## src/csyr_pkg.sv

```systemverilog
// Shared constants, types and fixed-point helpers for the complex symmetric
// rank-1 update block. No dependencies.

package csyr_pkg;

   localparam int MAX_ORDER = 64;
   localparam int FRAC_BITS = 16;
   localparam int DATA_W    = 32;
   localparam int ORDER_W   = 7;
   localparam int ADDR_W    = (MAX_ORDER > 1) ? $clog2(MAX_ORDER) : 1;
   localparam int CNT_W     = $clog2(MAX_ORDER + 1);
   localparam int PROD_W    = 2 * DATA_W;
   localparam int SUM_W     = PROD_W + 1;
   localparam int NARROW_W  = 42;
   localparam int SHIFT     = (FRAC_BITS == 0) ? 0 : FRAC_BITS - 1;

   localparam logic signed [SUM_W-1:0]  LIM_WIDE = {{(SUM_W-41){1'b0}}, 1'b1, 40'b0};
   localparam logic signed [NARROW_W:0] LIM_MID  = {{(NARROW_W-40){1'b0}}, 1'b1, 40'b0};
   localparam logic signed [NARROW_W:0] WORD_MAX = (NARROW_W+1)'(32'sh7FFF_FFFF);
   localparam logic signed [NARROW_W:0] WORD_MIN = (NARROW_W+1)'(32'sh8000_0000);

   typedef enum logic [1:0] {
      CSR_ALPHA_REAL,
      CSR_ALPHA_IMAG,
      CSR_LOWER,
      CSR_ORDER
   } csr_index_type;

   typedef enum logic [2:0] {
      ST_IDLE,
      ST_SCALE_MUL,
      ST_SCALE_SUM,
      ST_ELEM_MUL,
      ST_ELEM_SUM
   } state_type;

   typedef struct packed {
      logic mul_en;
      logic mul_scale;
      logic scale_en;
   } dp_ctrl_type;

   typedef struct packed {
      logic                     clip;
      logic signed [DATA_W-1:0] value;
   } sat_type;

   // floor(s / 2^FRAC_BITS) through a halved, clamped intermediate
   function automatic logic signed [NARROW_W-1:0] sum_shift(input logic signed [SUM_W-1:0] s);
      logic signed [SUM_W-1:0]  h;
      logic signed [NARROW_W:0] hc;
      logic signed [NARROW_W:0] v;
      h = s >>> 1;
      if (h > LIM_WIDE) begin
         hc = LIM_MID;
      end else if (h < -LIM_WIDE) begin
         hc = -LIM_MID;
      end else begin
         hc = h[NARROW_W:0];
      end
      if (FRAC_BITS == 0) begin
         v = {hc[NARROW_W-1:0], s[0]};
      end else begin
         v = hc >>> SHIFT;
      end
      if (v > LIM_MID) begin
         v = LIM_MID;
      end else if (v < -LIM_MID) begin
         v = -LIM_MID;
      end
      return v[NARROW_W-1:0];
   endfunction

   function automatic sat_type saturate(input logic signed [NARROW_W:0] v);
      sat_type r;
      if (v > WORD_MAX) begin
         r.clip  = 1'b1;
         r.value = WORD_MAX[DATA_W-1:0];
      end else if (v < WORD_MIN) begin
         r.clip  = 1'b1;
         r.value = WORD_MIN[DATA_W-1:0];
      end else begin
         r.clip  = 1'b0;
         r.value = v[DATA_W-1:0];
      end
      return r;
   endfunction

endpackage

```

## src/csyr_vector_ram.sv

```systemverilog
// Vector store: one write port, two registered read ports.
// Depends on csyr_pkg.

module csyr_vector_ram (
   input  logic                            clock,
   input  logic                            wr_en,
   input  logic [csyr_pkg::ADDR_W-1:0]     wr_addr,
   input  logic [2*csyr_pkg::DATA_W-1:0]   wr_data,
   input  logic                            rd_en,
   input  logic [csyr_pkg::ADDR_W-1:0]     rd_addr_row,
   input  logic [csyr_pkg::ADDR_W-1:0]     rd_addr_col,
   output logic [2*csyr_pkg::DATA_W-1:0]   rd_data_row,
   output logic [2*csyr_pkg::DATA_W-1:0]   rd_data_col
);
   import csyr_pkg::*;

   logic [2*DATA_W-1:0] vec_mem [MAX_ORDER];
   logic [2*DATA_W-1:0] rd_row_ff;
   logic [2*DATA_W-1:0] rd_col_ff;

   always_ff @(posedge clock) begin
      if (wr_en) begin
         vec_mem[wr_addr] <= wr_data;
      end
   end

   always_ff @(posedge clock) begin
      if (rd_en) begin
         rd_row_ff <= vec_mem[rd_addr_row];
         rd_col_ff <= vec_mem[rd_addr_col];
      end
   end

   assign rd_data_row = rd_row_ff;
   assign rd_data_col = rd_col_ff;

endmodule

```

## config.mk

```make
export PLATFORM = sky130hd
export DESIGN_NAME = csyr_vector_ram
export DESIGN_NICKNAME = d
export VERILOG_FILES = /design/src/csyr_pkg.sv /design/src/csyr_vector_ram.sv
export SDC_FILE = /design/constraint.sdc
export NUM_CORES = 2
export LEC_CHECK = 0
export BUFFER_PORTS_ARGS = -buffer_cell sky130_fd_sc_hd__buf_2
export CORE_MARGIN = 2
export CORE_UTILIZATION = 40
export DETAILED_ROUTE_END_ITERATION = 6
export PLACE_DENSITY = 0.53
export SKIP_LAST_GASP = 1
export SLEW_MARGIN = 10
export SYNTH_ARGS = -nofsm -noshare
export SYNTH_HDL_FRONTEND = slang
export SYNTH_SLANG_ARGS = --single-unit
```

## constraint.sdc

```tcl
create_clock -name clock -period 19 [get_ports clock]
set_input_delay 2.85 -clock clock [delete_from_list [all_inputs] [get_ports clock]]
set_output_delay 2.85 -clock clock [all_outputs]
set_load 0.01 [all_outputs]
```

==> results.toml <==
[outcome]
violations = "DRC"
status = "complete, but fails checks"

[cts]
cts_htree_levels = 5
cts_inserted_buffers = 460
cts_setup_buffers = 0
clock_sinks = 4224
ctsHoldBuffers = 0
clock_latency_ns = 1.06
cts_resized = 0
cts.path.max_buffers = 4
clk_pin_slew_ns = 0.06
tritoncts = "yes"
clock-root-buffer = "clkbuf_16"

[floorplanning]
die_h_um = 692
die_w_um = 692
dieArea_mm2 = 0.478
std_cell_rows = 252
start_util_pct = 40.1
io_pins = 213
coreArea_mm2 = 0.471

[route]
vias = 113000
wl_met1_um = 282000
ant_nets = 0
drt-wirelength-per-cell_um = 47.7
first_pass_iters = 7
route.detailed.drc = 1
drt-initial-drc-count = 20000
vias_per_cell = 7.13
totalWireLength_um = 756000
top_layer = "met5"
dr_wl_met3_um = 90600
dr_wl_met2_um = 344000

[global_routing]
grt_pass1_vias = 111000
grt_usage_pct = 31.0
grt_pass1_wl_um = 1010000
grt_max_degree = 104
grt_remaining_overflow = 0
grt_antenna_before_repair = 111

[timing]
rsz0062_at_grt = "false"
worst_pin_slew_ns = 1.33
relSlewSlack_pct = 11.1
hold_violations = 0
finalSetupTns_ns = 0
fin_crit_sh_pct = 39.3
slew_viol_final = 0
period_minus_slack_ns = 7.46
max_freq_ghz = 0.134
holdWs_ns = 0.989
finalSetupViolCount = 0
skew_ns = 0.0541

[placed_design]
portBuffers = 212
gp_congestion = 0.844
post-dp-hpwl_um = 422000

[worst_setup_path]
cp_max_fo = 89
path_cells = "buf_12 -> buf_4 -> buf_4 -> buf_4 -> buf_4 -> mux4_2 -> o22ai_1 -> nor4_1 -> o22a_1"
cpLargestDelayFamily = "buffers and inverters"
rrSetupSlack_ns = 16.23
r2r_cells = 4
cp-end-kind = "register"
critPathBufInv = 5
crit_path_top_delay_cell = "buf_4"
critical_path_class = "input port to register"
critical_path_arrival_ns = 8.28
required_ns = 19.82
cp-start-kind = "input port"
crit_path_frequent_cell = "buf_4"
r2r_start = "vec_mem[10][18]$_DFFE_PP_"
reg2reg_to = "rd_data_row[18]$_DFFE_PP_"
max_stage_delay_ns = 0.92

[min_path]
hp-class = "register to register"
hold_start = "vec_mem[28][61]$_DFFE_PP_"
hold_end = "rd_data_row[61]$_DFFE_PP_"
whs_path_depth = 3

[synth]
syn_area_mm2 = 0.189
synth.most_common_cell = "edfxtp_1"
postSynthAreaPerCell_um2 = 21.4
netlist_top_cells_area = "edfxtp_1 67%, mux4_2 24%, o22ai_1 1.8%"
ys_seq_elements = 4224
yosys.area.top_type = "edfxtp_1"
synth_top_area_share_pct = 67.1
synth_commonest_cells = "4224 x edfxtp_1, 2016 x mux4_2, 533 x o22ai_1"
synth_edf_count = 4224
synth-async-reset-ratio_pct = 0
yosys_warnings = 0
synth_cell_type_count = 41
synth-seq-area-share_pct = 67.1
ys.flop_type = "edfxtp_1"
synth_nets = 8926
netlist_instances = 8841

[pwr]
clkPwrFrac_pct = 42.5
finalPower_uw = 21100
seq_power_share_pct = 49.6
internal_power_uw = 16000
vdd_drop_max_uv = 82.7
powerDensity_mw_per_mm2 = 98.9
p_sw_uw = 5060
switching_share_pct = 24.0
leakage_uw = 0.0650
combPwrFrac_pct = 8.0

[layout]
nNetsFinal = 9204
syn_to_final_growth_pct = 12.6
fin_util_pct = 45.2
drive_above_1_share_pct = 35.6

[flow_run]
drv_cap = 0
through the flow:
stage,std cells,worst slack [ns],cell area [um2]
finish,15900,11.54,213000
global route,15800,11.07,213000
CTS,15700,11.51,213000
detailed placement,14900,10.38,198000
global placement,14900,10.41,198000
floorplan,8841,10.74,189000
cell type report:
| cell class | instances | area (um2) |
|---|---|---|
| clock inverters | 300 | 2780 |
| repair buffers | 558 | 4050 |
| multi-input cells | 3874 | 59200 |
| flip-flops and latches | 4224 | 127000 |
| clock buffers | 549 | 11900 |
| fillers | 39600 | 258000 |
| well taps | 6223 | 7790 |
| inverters | 1 | 8.76 |
| diodes | 146 | 365 |
worst min-delay path, stage by stage, from the launching register on:
cell,delay (ns)
edfxtp_1,0.34
mux4_2,0.24
a221oi_1,0.08
a221oi_2,0.20
registers in the layout (all words and copies together) (netlist names):
register / cells
vec_mem: 4096
rd_data_col: 64
rd_data_row: 64
how the worst max path moves through the flow:
stage	slack, ns	to	startpoint	cells past startpoint
floorplan	10.74	vec_mem[48][0]$_DFFE_PP_	wr_addr[3]	4
global placement	10.41	rd_data_col[13]$_DFFE_PP_	rd_addr_col[0]	9
detailed placement	10.38	rd_data_col[26]$_DFFE_PP_	rd_addr_col[0]	9
CTS	11.51	rd_data_col[26]$_DFFE_PP_	rd_addr_col[0]	9
global route	11.07	rd_data_col[26]$_DFFE_PP_	rd_addr_col[0]	9
finish	11.54	rd_data_col[26]$_DFFE_PP_	rd_addr_col[0]	9
layout by cell type, fill, tap and decap left out, types with 61 or more instances in the layout:
cell type | netlist | final
mux4_2 | 2016 | 2016
clkbuf_16 | 0 | 464
nor2_4 | 0 | 65
a211oi_1 | 79 | 79
clkinv_1 | 0 | 109
mux2i_1 | 177 | 177
buf_2 | 242 | 202
o221ai_1 | 73 | 73
buf_4 | 140 | 323
a22o_1 | 136 | 136
nor3_1 | 63 | 61
o22ai_1 | 533 | 533
diode_2 | 0 | 146
edfxtp_1 | 4224 | 4224
a21oi_1 | 128 | 126
nor2_1 | 164 | 97
a221oi_1 | 134 | 132
clkbuf_1 | 296 | 85
clkinv_2 | 0 | 96
layer usage:
layer | global-route usage, % | vias to the layer above
li1 | - | 40500
met3 | 7.87 | 1603
met5 | 0 | -
met4 | 14.5 | 32
met2 | 47.0 | 8731
met1 | 42.3 | 62300
power groups by stage:
stage	Combinational, uW	Clock, uW	Sequential (uW)
finish	1680	8940	10400
global placement	1660	0	10600
CTS	1670	9010	10400
global route	1740	9350	10400
detailed placement	1670	0	10600
floorplan	936	0	10600
logic make-up (layout without fill, tap and decap cells):
logic type	count (synthesis)	in the layout	share of synthesized area [%]
buffers and inverters	743	1408	2.03
multiplexers	2209	2209	25.0
flip-flops	4224	4224	67.1
other	0	146	0
AO/OA/AOI/OAI	1247	1247	4.77
AND/OR/NAND/NOR	418	418	1.07
Note: power is estimated with default switching activity, not from simulation.
